File: src/rtl/nrmc_pkg.sv
// Shared types, character codes and the time weight table for the RMC parser.
// Depends on nothing; every other file imports it.
`default_nettype none

package nrmc_pkg;

    localparam logic [7:0] CH_DOLLAR = 8'h24;
    localparam logic [7:0] CH_STAR   = 8'h2A;
    localparam logic [7:0] CH_COMMA  = 8'h2C;
    localparam logic [7:0] CH_CR     = 8'h0D;
    localparam logic [7:0] CH_LF     = 8'h0A;
    localparam logic [7:0] CH_ZERO   = 8'h30;
    localparam logic [7:0] CH_NINE   = 8'h39;
    localparam logic [7:0] CH_UA     = 8'h41;
    localparam logic [7:0] CH_UF     = 8'h46;

    localparam logic [3:0] DATE_COMMA_INDEX = 4'd9;
    localparam logic [4:0] POS_MAX          = 5'd31;
    localparam logic [3:0] COMMA_MAX        = 4'd15;
    localparam logic [4:0] TIME_FIRST_POS   = 5'd7;
    localparam logic [4:0] TIME_LAST_POS    = 5'd14;
    localparam logic [2:0] DATE_LEN         = 3'd6;

    // byte class decided in the front end
    typedef enum logic [1:0] {
        K_DOLLAR = 2'd0,
        K_EOL    = 2'd1,
        K_STAR   = 2'd2,
        K_OTHER  = 2'd3
    } byte_kind_t;

    // checksum digit tracking
    typedef enum logic [3:0] {
        PH_BODY    = 4'b0001,
        PH_HIGH    = 4'b0010,
        PH_LOW_OK  = 4'b0100,
        PH_LOW_BAD = 4'b1000
    } hex_phase_t;

    typedef struct packed {
        byte_kind_t  kind;
        logic [7:0]  byte_val;
        logic [8:0]  digit;     // byte minus '0', two's complement
        logic        hex_ok;    // upper-case hex digit
        logic [3:0]  hex_val;
    } fq_word_t;

    // weights of positions 7..14 in tenths of a second
    function automatic logic [18:0] time_weight(input logic [2:0] k);
        logic [18:0] w;
        case (k)
            3'd0:    w = 19'd360000;
            3'd1:    w = 19'd36000;
            3'd2:    w = 19'd6000;
            3'd3:    w = 19'd600;
            3'd4:    w = 19'd100;
            3'd5:    w = 19'd10;
            3'd6:    w = 19'd0;
            default: w = 19'd1;
        endcase
        return w;
    endfunction

endpackage

`default_nettype wire

File: src/rtl/nrmc_front.sv
// Front end: accepts stream bytes and registers them with their class and digit values.
// Depends on nrmc_pkg.
`default_nettype none

module nrmc_front (
    input  wire logic               clk,
    input  wire logic               rst_n,
    input  wire logic               in_valid,
    output logic                    in_ready,
    input  wire logic [7:0]         in_byte,
    output logic                    push_valid,
    input  wire logic               push_ready,
    output nrmc_pkg::fq_word_t      push_word
);
    import nrmc_pkg::*;

    logic     f_valid_reg;
    logic     f_valid_next;
    fq_word_t f_word_reg;
    fq_word_t f_word_next;

    always_comb
    begin
        f_word_next.byte_val = in_byte;
        f_word_next.digit    = {1'b0, in_byte} - {1'b0, CH_ZERO};
        if (in_byte == CH_DOLLAR)
            f_word_next.kind = K_DOLLAR;
        else if (in_byte == CH_CR || in_byte == CH_LF)
            f_word_next.kind = K_EOL;
        else if (in_byte == CH_STAR)
            f_word_next.kind = K_STAR;
        else
            f_word_next.kind = K_OTHER;
        if (in_byte >= CH_ZERO && in_byte <= CH_NINE)
        begin
            f_word_next.hex_ok  = 1'b1;
            f_word_next.hex_val = 4'(in_byte - CH_ZERO);
        end
        else if (in_byte >= CH_UA && in_byte <= CH_UF)
        begin
            f_word_next.hex_ok  = 1'b1;
            f_word_next.hex_val = 4'(in_byte - CH_UA + 8'd10);
        end
        else
        begin
            f_word_next.hex_ok  = 1'b0;
            f_word_next.hex_val = 4'd0;
        end
    end

    assign in_ready     = !f_valid_reg || push_ready;
    assign f_valid_next = (in_valid && in_ready) ? 1'b1 :
                          (push_ready ? 1'b0 : f_valid_reg);
    assign push_valid   = f_valid_reg;
    assign push_word    = f_word_reg;

    always_ff @(posedge clk or negedge rst_n)
    begin
        if (!rst_n)
            f_valid_reg <= 1'b0;
        else
            f_valid_reg <= f_valid_next;
    end

    always_ff @(posedge clk)
    begin
        if (in_valid && in_ready)
            f_word_reg <= f_word_next;
    end

endmodule

`default_nettype wire

File: src/rtl/nrmc_queue.sv
// Two-word queue between the front end and the sentence engine.
// Depends on nrmc_pkg for the word type.
`default_nettype none

module nrmc_queue (
    input  wire logic                clk,
    input  wire logic                rst_n,
    input  wire logic                wr_valid,
    output logic                     wr_ready,
    input  wire nrmc_pkg::fq_word_t  wr_word,
    output logic                     rd_valid,
    input  wire logic                rd_ready,
    output nrmc_pkg::fq_word_t       rd_word
);
    import nrmc_pkg::*;

    fq_word_t   mem_reg [2];
    logic       wr_ptr_reg;
    logic       wr_ptr_next;
    logic       rd_ptr_reg;
    logic       rd_ptr_next;
    logic [1:0] count_reg;
    logic [1:0] count_next;
    logic       do_wr;
    logic       do_rd;

    assign wr_ready = (count_reg != 2'd2);
    assign rd_valid = (count_reg != 2'd0);
    assign do_wr    = wr_valid && wr_ready;
    assign do_rd    = rd_valid && rd_ready;
    assign rd_word  = mem_reg[rd_ptr_reg];

    always_comb
    begin
        wr_ptr_next = do_wr ? !wr_ptr_reg : wr_ptr_reg;
        rd_ptr_next = do_rd ? !rd_ptr_reg : rd_ptr_reg;
        count_next  = count_reg;
        if (do_wr && !do_rd)
            count_next = count_reg + 2'd1;
        else if (do_rd && !do_wr)
            count_next = count_reg - 2'd1;
    end

    always_ff @(posedge clk or negedge rst_n)
    begin
        if (!rst_n)
        begin
            wr_ptr_reg <= 1'b0;
            rd_ptr_reg <= 1'b0;
            count_reg  <= 2'd0;
        end
        else
        begin
            wr_ptr_reg <= wr_ptr_next;
            rd_ptr_reg <= rd_ptr_next;
            count_reg  <= count_next;
        end
    end

    always_ff @(posedge clk)
    begin
        if (do_wr)
            mem_reg[wr_ptr_reg] <= wr_word;
    end

endmodule

`default_nettype wire

File: src/rtl/nrmc_back.sv
// Sentence engine: checksum, position/comma counting, time and date capture,
// and the registered result. Depends on nrmc_pkg.
`default_nettype none

module nrmc_back (
    input  wire logic                clk,
    input  wire logic                rst_n,
    input  wire logic                q_valid,
    output logic                     q_ready,
    input  wire nrmc_pkg::fq_word_t  q_word,
    output logic                     out_valid,
    input  wire logic                out_ready,
    output logic                     crc_ok,
    output logic                     date_found,
    output logic [6:0]               year_two_digit,
    output logic [6:0]               month_value,
    output logic [6:0]               day_value,
    output logic [6:0]               hour_value,
    output logic [6:0]               minute_value,
    output logic [6:0]               second_value,
    output logic [21:0]              day_tenths
);
    import nrmc_pkg::*;

    logic        in_sentence_reg, in_sentence_next;
    logic [4:0]  position_reg, position_next;
    logic [3:0]  comma_reg, comma_next;
    logic [2:0]  date_index_reg, date_index_next;
    logic [7:0]  xor_reg, xor_next;
    hex_phase_t  phase_reg, phase_next;
    logic [3:0]  high_nibble_reg, high_nibble_next;
    logic [6:0]  hour_reg, hour_next;
    logic [6:0]  minute_reg, minute_next;
    logic [6:0]  second_reg, second_next;
    logic [21:0] tenths_reg, tenths_next;
    logic [6:0]  day_reg, day_next;
    logic [6:0]  month_reg, month_next;
    logic [6:0]  year_reg, year_next;
    logic        date_done_reg, date_done_next;

    logic        out_valid_reg, out_valid_next;
    logic        crc_ok_reg;
    logic        date_found_reg;
    logic [6:0]  year_out_reg, month_out_reg, day_out_reg;
    logic [6:0]  hour_out_reg, minute_out_reg, second_out_reg;
    logic [21:0] tenths_out_reg;

    logic        take;
    logic        emit;
    logic        emit_ok;
    logic [4:0]  pos_inc;
    logic [2:0]  k;
    logic [6:0]  d7;
    logic [6:0]  d7x10;
    logic [21:0] d22;
    logic [21:0] prod;

    assign take    = q_valid && (!out_valid_reg || out_ready);
    assign q_ready = take;

    assign pos_inc = (position_reg == POS_MAX) ? position_reg : position_reg + 5'd1;
    assign k       = 3'(pos_inc - TIME_FIRST_POS);
    assign d7      = q_word.digit[6:0];
    assign d7x10   = 7'(d7 * 7'd10);
    assign d22     = {{13{q_word.digit[8]}}, q_word.digit};
    assign prod    = 22'(d22 * {3'b000, time_weight(k)});

    always_comb
    begin
        in_sentence_next = in_sentence_reg;
        position_next    = position_reg;
        comma_next       = comma_reg;
        date_index_next  = date_index_reg;
        xor_next         = xor_reg;
        phase_next       = phase_reg;
        high_nibble_next = high_nibble_reg;
        hour_next        = hour_reg;
        minute_next      = minute_reg;
        second_next      = second_reg;
        tenths_next      = tenths_reg;
        day_next         = day_reg;
        month_next       = month_reg;
        year_next        = year_reg;
        date_done_next   = date_done_reg;
        emit             = 1'b0;
        emit_ok          = 1'b0;

        if (take)
        begin
            if (q_word.kind == K_DOLLAR)
            begin
                in_sentence_next = 1'b1;
                position_next    = 5'd0;
                comma_next       = 4'd0;
                date_index_next  = 3'd0;
                xor_next         = 8'd0;
                phase_next       = PH_BODY;
                high_nibble_next = 4'd0;
                hour_next        = 7'd0;
                minute_next      = 7'd0;
                second_next      = 7'd0;
                tenths_next      = 22'd0;
                day_next         = 7'd0;
                month_next       = 7'd0;
                year_next        = 7'd0;
                date_done_next   = 1'b0;
            end
            else if (in_sentence_reg)
            begin
                if (q_word.kind == K_EOL)
                    emit = 1'b1;
                else
                begin
                    case (phase_reg)
                        PH_BODY:
                        begin
                            if (q_word.kind == K_STAR)
                                phase_next = PH_HIGH;
                            else
                            begin
                                xor_next      = xor_reg ^ q_word.byte_val;
                                position_next = pos_inc;
                                if (pos_inc >= TIME_FIRST_POS && pos_inc <= TIME_LAST_POS)
                                begin
                                    tenths_next = tenths_reg + prod;
                                    case (k)
                                        3'd0: hour_next   = d7x10;
                                        3'd1: hour_next   = hour_reg + d7;
                                        3'd2: minute_next = d7x10;
                                        3'd3: minute_next = minute_reg + d7;
                                        3'd4: second_next = d7x10;
                                        3'd5: second_next = second_reg + d7;
                                        default: ;
                                    endcase
                                end
                                if (comma_reg >= DATE_COMMA_INDEX && date_index_reg < DATE_LEN)
                                begin
                                    case (date_index_reg)
                                        3'd0: day_next   = d7x10;
                                        3'd1: day_next   = day_reg + d7;
                                        3'd2: month_next = d7x10;
                                        3'd3: month_next = month_reg + d7;
                                        3'd4: year_next  = d7x10;
                                        default: year_next = year_reg + d7;
                                    endcase
                                    date_index_next = date_index_reg + 3'd1;
                                    if (date_index_reg == DATE_LEN - 3'd1)
                                        date_done_next = 1'b1;
                                end
                                if (q_word.byte_val == CH_COMMA && comma_reg != COMMA_MAX)
                                    comma_next = comma_reg + 4'd1;
                            end
                        end
                        PH_HIGH:
                        begin
                            if (q_word.hex_ok)
                            begin
                                high_nibble_next = q_word.hex_val;
                                phase_next       = PH_LOW_OK;
                            end
                            else
                                phase_next = PH_LOW_BAD;
                        end
                        PH_LOW_OK:
                        begin
                            emit    = 1'b1;
                            emit_ok = q_word.hex_ok &&
                                      ({high_nibble_reg, q_word.hex_val} == xor_reg);
                        end
                        default:
                            emit = 1'b1;
                    endcase
                end
                if (emit)
                begin
                    in_sentence_next = 1'b0;
                    phase_next       = PH_BODY;
                end
            end
        end
    end

    assign out_valid_next = (take && emit) ? 1'b1 : (out_ready ? 1'b0 : out_valid_reg);

    always_ff @(posedge clk or negedge rst_n)
    begin
        if (!rst_n)
        begin
            in_sentence_reg <= 1'b0;
            position_reg    <= 5'd0;
            comma_reg       <= 4'd0;
            date_index_reg  <= 3'd0;
            xor_reg         <= 8'd0;
            phase_reg       <= PH_BODY;
            high_nibble_reg <= 4'd0;
            hour_reg        <= 7'd0;
            minute_reg      <= 7'd0;
            second_reg      <= 7'd0;
            tenths_reg      <= 22'd0;
            day_reg         <= 7'd0;
            month_reg       <= 7'd0;
            year_reg        <= 7'd0;
            date_done_reg   <= 1'b0;
            out_valid_reg   <= 1'b0;
        end
        else
        begin
            in_sentence_reg <= in_sentence_next;
            position_reg    <= position_next;
            comma_reg       <= comma_next;
            date_index_reg  <= date_index_next;
            xor_reg         <= xor_next;
            phase_reg       <= phase_next;
            high_nibble_reg <= high_nibble_next;
            hour_reg        <= hour_next;
            minute_reg      <= minute_next;
            second_reg      <= second_next;
            tenths_reg      <= tenths_next;
            day_reg         <= day_next;
            month_reg       <= month_next;
            year_reg        <= year_next;
            date_done_reg   <= date_done_next;
            out_valid_reg   <= out_valid_next;
        end
    end

    // result register, loaded only when a sentence closes
    always_ff @(posedge clk)
    begin
        if (take && emit)
        begin
            crc_ok_reg     <= emit_ok;
            date_found_reg <= date_done_reg;
            year_out_reg   <= date_done_reg ? year_reg : 7'd0;
            month_out_reg  <= date_done_reg ? month_reg : 7'd0;
            day_out_reg    <= date_done_reg ? day_reg : 7'd0;
            hour_out_reg   <= hour_reg;
            minute_out_reg <= minute_reg;
            second_out_reg <= second_reg;
            tenths_out_reg <= tenths_reg;
        end
    end

    assign out_valid      = out_valid_reg;
    assign crc_ok         = crc_ok_reg;
    assign date_found     = date_found_reg;
    assign year_two_digit = year_out_reg;
    assign month_value    = month_out_reg;
    assign day_value      = day_out_reg;
    assign hour_value     = hour_out_reg;
    assign minute_value   = minute_out_reg;
    assign second_value   = second_out_reg;
    assign day_tenths     = tenths_out_reg;

    a_dollar_opens: assert property (@(posedge clk) disable iff (!rst_n)
        (take && q_word.kind == K_DOLLAR) |=> (in_sentence_reg && position_reg == 5'd0))
        else $error("dollar did not open a sentence");

    a_emit_closes: assert property (@(posedge clk) disable iff (!rst_n)
        (take && emit) |=> (out_valid_reg && !in_sentence_reg && phase_reg == PH_BODY))
        else $error("closing word did not produce a result");

    a_idle_phase: assert property (@(posedge clk) disable iff (!rst_n)
        !in_sentence_reg |-> (phase_reg == PH_BODY))
        else $error("checksum phase active outside a sentence");

    a_date_done: assert property (@(posedge clk) disable iff (!rst_n)
        date_done_reg |-> (date_index_reg == DATE_LEN))
        else $error("date flagged before six date bytes");

endmodule

`default_nettype wire

File: src/rtl/nmea_rmc_time_checksum_parser.sv
// Top level of the NMEA RMC time/date/checksum parser.
// Depends on nrmc_pkg, nrmc_front, nrmc_queue and nrmc_back.
//
// Usage:
//   Input channel (in_valid/in_ready/in_byte) takes one ASCII byte per word,
//   typically straight from a UART receiver. A '$' opens a sentence; bytes
//   outside a sentence are dropped. Output channel (out_valid/out_ready and
//   the result fields) delivers one word per sentence, when the second
//   checksum digit after '*' arrives or when CR/LF ends the sentence early
//   (then crc_ok is 0).
//   Throughput: one byte per cycle while the result slot is free or being
//   taken. Every byte costs a single pass through the sentence engine, whose
//   one multiply-add for the time weight sets the critical path.
//   A closing byte passes the front register and the queue; the result
//   register then loads the result and raises out_valid.
//   Reset: rst_n is asynchronous, active low; it empties the front register
//   and queue and clears all sentence state, so the block waits for '$'.
//   Stall: a waiting result holds in its register; the engine keeps eating
//   bytes that do not close a sentence only if the result slot is free or
//   being taken, otherwise the queue and front register absorb up to three
//   bytes before in_ready drops.
`default_nettype none

module nmea_rmc_time_checksum_parser (
    input  wire logic        clk,
    input  wire logic        rst_n,
    input  wire logic        in_valid,
    output logic             in_ready,
    input  wire logic [7:0]  in_byte,
    output logic             out_valid,
    input  wire logic        out_ready,
    output logic             crc_ok,
    output logic             date_found,
    output logic [6:0]       year_two_digit,
    output logic [6:0]       month_value,
    output logic [6:0]       day_value,
    output logic [6:0]       hour_value,
    output logic [6:0]       minute_value,
    output logic [6:0]       second_value,
    output logic [21:0]      day_tenths
);
    import nrmc_pkg::*;

    // front end -> queue
    logic     push_valid;
    logic     push_ready;
    fq_word_t push_word;

    // queue -> engine
    logic     q_valid;
    logic     q_ready;
    fq_word_t q_word;

    nrmc_front u_front (
        .clk        (clk),
        .rst_n      (rst_n),
        .in_valid   (in_valid),
        .in_ready   (in_ready),
        .in_byte    (in_byte),
        .push_valid (push_valid),
        .push_ready (push_ready),
        .push_word  (push_word)
    );

    nrmc_queue u_queue (
        .clk      (clk),
        .rst_n    (rst_n),
        .wr_valid (push_valid),
        .wr_ready (push_ready),
        .wr_word  (push_word),
        .rd_valid (q_valid),
        .rd_ready (q_ready),
        .rd_word  (q_word)
    );

    // engine with the registered result slot
    nrmc_back u_back (
        .clk            (clk),
        .rst_n          (rst_n),
        .q_valid        (q_valid),
        .q_ready        (q_ready),
        .q_word         (q_word),
        .out_valid      (out_valid),
        .out_ready      (out_ready),
        .crc_ok         (crc_ok),
        .date_found     (date_found),
        .year_two_digit (year_two_digit),
        .month_value    (month_value),
        .day_value      (day_value),
        .hour_value     (hour_value),
        .minute_value   (minute_value),
        .second_value   (second_value),
        .day_tenths     (day_tenths)
    );

endmodule

`default_nettype wire

File: config.mk
export PLATFORM = sky130hd
export DESIGN_NAME = nmea_rmc_time_checksum_parser
export DESIGN_NICKNAME = d
export VERILOG_FILES = /design/src/rtl/nrmc_pkg.sv /design/src/rtl/nrmc_front.sv /design/src/rtl/nrmc_queue.sv /design/src/rtl/nrmc_back.sv /design/src/rtl/nmea_rmc_time_checksum_parser.sv
export SDC_FILE = /design/constraint.sdc
export NUM_CORES = 1
export LEC_CHECK = 0
export BUFFER_PORTS_ARGS = -buffer_cell sky130_fd_sc_hd__buf_2
export CAP_MARGIN = 25
export CELL_PAD_IN_SITES_DETAIL_PLACEMENT = 1
export CELL_PAD_IN_SITES_GLOBAL_PLACEMENT = 1
export CORE_MARGIN = 2
export CORE_UTILIZATION = 40
export CTS_CLUSTER_SIZE = 8
export DETAILED_ROUTE_END_ITERATION = 10
export PLACE_DENSITY = 0.72
export SLEW_MARGIN = 20
export SYNTH_ARGS = -nofsm -noshare
export SYNTH_HDL_FRONTEND = slang
export SYNTH_SLANG_ARGS = --single-unit
File: constraint.sdc
create_clock -name clk -period 8.4 [get_ports clk]
set_input_delay 2.1 -clock clk [delete_from_list [all_inputs] [get_ports clk]]
set_output_delay 2.1 -clock clk [all_outputs]
set_load 0.02 [all_outputs]
==> metrics.txt <==
max reg flops=40; CTS resizes=0; final setup violating endpoints=0; Simple-Gate Fraction of Synth Area=0.1046; nature of the critical path startpoint=flop; setup repair bufs after CTS=0; Seq cells post-synth=226; Hold Crit Class=flop to flop; DRC viols=0; core area=40,550 sq um; GRT Overall Usage=0.2041; die area=42,490 sq um; Placer Congestion=0.8402; initial antenna violation count=0; Max Fclk=137.1 MHz; Synthesized Nets=1,792; grt met2 use=0.3488; Max Cap Viol=0; vias in the first global route=12,220; clock sink count=226; I/O pins=80; first-pass GRT wire length=66,900 um; layout cell share with drive strength beyond 1=0.1150; area grow syn2layout=12.48%; Clock Skews=20.59 ps; Clock Path Buffers=3; largest family of logic cells by synthesized area=adder cells; area share of the largest cell type after synthesis=0.2315; min cycle time layout=7294 ps; mapped cell area=16,340 sq um; cts hold-fix bufs=0; synthesized instance count=1,532; Post-DP HPWL=30,420 um; Final Hold Viols=0; worst endpoint required time=8800 ps; asr flop ratio synth=0.4425; Global Route met1 Usage=0.2603; routed len/inst=19.08 um; Antenna diodes=0; CP Capture Type=flop; final wirelength=41,500 um; RSZ-0062 raised after global routing=no; sum of negative setup slack=0 ps; die width=206.1 um; met3 usage=0.03169; Area contributors post-synth=edfxtp_1 (23%), fa_1 (16%), dfrtp_1 (15%); largest net degree at the start of global routing=69; Yosys Warn Count=0; Synth Area per Inst=10.67 sq um; Die Y-Extent=206.1 um; Site Rows=74; nets=1,877; Skew-Pair Late Insertion Delay=560 ps; final worst-path cycle share=0.8683; global-route congestion overflow total=0; Post-Synth Adder-Cell Area=0.2487; Synth Area in XOR/XNOR=0.04639; DR vias=11,450; most common cell after layout, fill and taps aside=inv_1; Initial DRC Count=534; Initial Util=0.4030; commonest non-fill, non-tap cells in the layout=inv_1 (210), nand2_1 (140), fa_1 (128); worst-path maximum fanout=17; Via density=5.265; Synth cell types=77; Post-synth top flop=edfxtp_1; Clock transition at path regs=60 ps; worst-margin pin slew=1046 ps; final slew viol count=0; H-tree Lvls=2; gr busiest metal=met2; post-synthesis sequential area ratio=0.3847; multiplexer area fraction after synthesis=0.02955; Worst EP arrival=7690 ps; final core utilization=0.4533; Crit Path Class=flop to flop; Synth area leader=edfxtp_1; status=complete, no violations; Detail Route Antenna Nets=0; port bufs=79; Num CTS Buffers=34; CTS tree=done; Synth Area in Compound Gates=0.1189; EDFF count, synth=126; DRT Pass-1 Iters=5; Slew Limit Headroom=0.3020; CTS Root Cell=clkbuf_16
path summary, 6_finish.rpt:
kind	from	end	slack (ps)	cells after the start
worst max register to register	u_back.position_reg[0]	u_back.tenths_reg[19]	1110	21
worst min register to register	u_front.push_word[1]	u_queue.mem_reg[0][1]	440	0
min in group asynchronous	rst_n	u_back.tenths_reg[15]	1510	1
max in group asynchronous	rst_n	u_back.hour_reg[0]	5790	3
worst max-delay path	u_back.position_reg[0]	u_back.tenths_reg[19]	1110	21
worst min-delay path	u_front.push_word[1]	u_queue.mem_reg[0][1]	440	0
logic make-up (layout without fill, tap and decap cells):
kind of cell / count (synthesis) / after routing
and+or+nand+nor: 360 / 360
AOI/OAI and AO/OA: 300 / 300
buffers and inverters: 267 / 378
adders and majority gates: 248 / 248
DFF: 226 / 226
xor gates and xnor gates: 85 / 85
muxes: 46 / 46
layout make-up:
| class | instances | area, sq um |
|---|---|---|
| fill | 4457 | 22170 |
| clock buffer | 59 | 965.9 |
| clock inverter | 3 | 33.78 |
| timing repair buffer | 106 | 664.4 |
| tap | 532 | 665.6 |
| inverter | 210 | 788.3 |
| multi-input combinational | 1039 | 8977 |
| sequential | 226 | 6287 |
cells in the mapped netlist (15+ instances only):
| master | count |
|---|---|
| a21o_1 | 26 |
| a21oi_1 | 77 |
| and2_1 | 32 |
| clkbuf_1 | 40 |
| dfrtp_1 | 99 |
| edfxtp_1 | 126 |
| fa_1 | 128 |
| ha_1 | 120 |
| inv_1 | 210 |
| mux2_2 | 18 |
| mux2i_1 | 28 |
| nand2_1 | 140 |
| nand3_1 | 18 |
| nor2_1 | 92 |
| o21ai_0 | 76 |
| o21bai_1 | 15 |
| o31ai_1 | 40 |
| xnor2_1 | 64 |
| xor2_1 | 20 |
worst max-delay path, cell delays in order, from the launching register on:
cell	delay (ps)
dfrtp_1	540
ha_1	380
and2_1	220
a21oi_1	570
o221ai_1	510
and2_1	330
fa_1	500
fa_1	460
fa_1	520
fa_1	550
inv_1	60
fa_1	530
inv_1	40
ha_1	330
a21o_1	200
a2111oi_0	430
buf_4	210
nand2_1	50
o21a_1	220
a31oi_1	230
xor2_1	170
o31ai_1	80
layer usage:
layer	wire length, um	up-vias
met2	20760	218
met1	17870	5815
met5	0	-
met3	1545	72
met4	1325	0
li1	-	5346
stage by stage:
stage	cells	hold slack, ps	instance area (sq um)	worst slack [ps]
after floorplan	1532	421.5	16340	1472
final	2175	437.2	18380	1106
after global placement	2108	424.2	17280	1302
after CTS	2171	441.3	18310	1114
after global routing	2175	453.6	18380	573.3
after detailed placement	2109	440.5	17310	1193
Power is not shown: default switching activity piles up to over one toggle a cycle in this logic, so the estimate is an artifact.
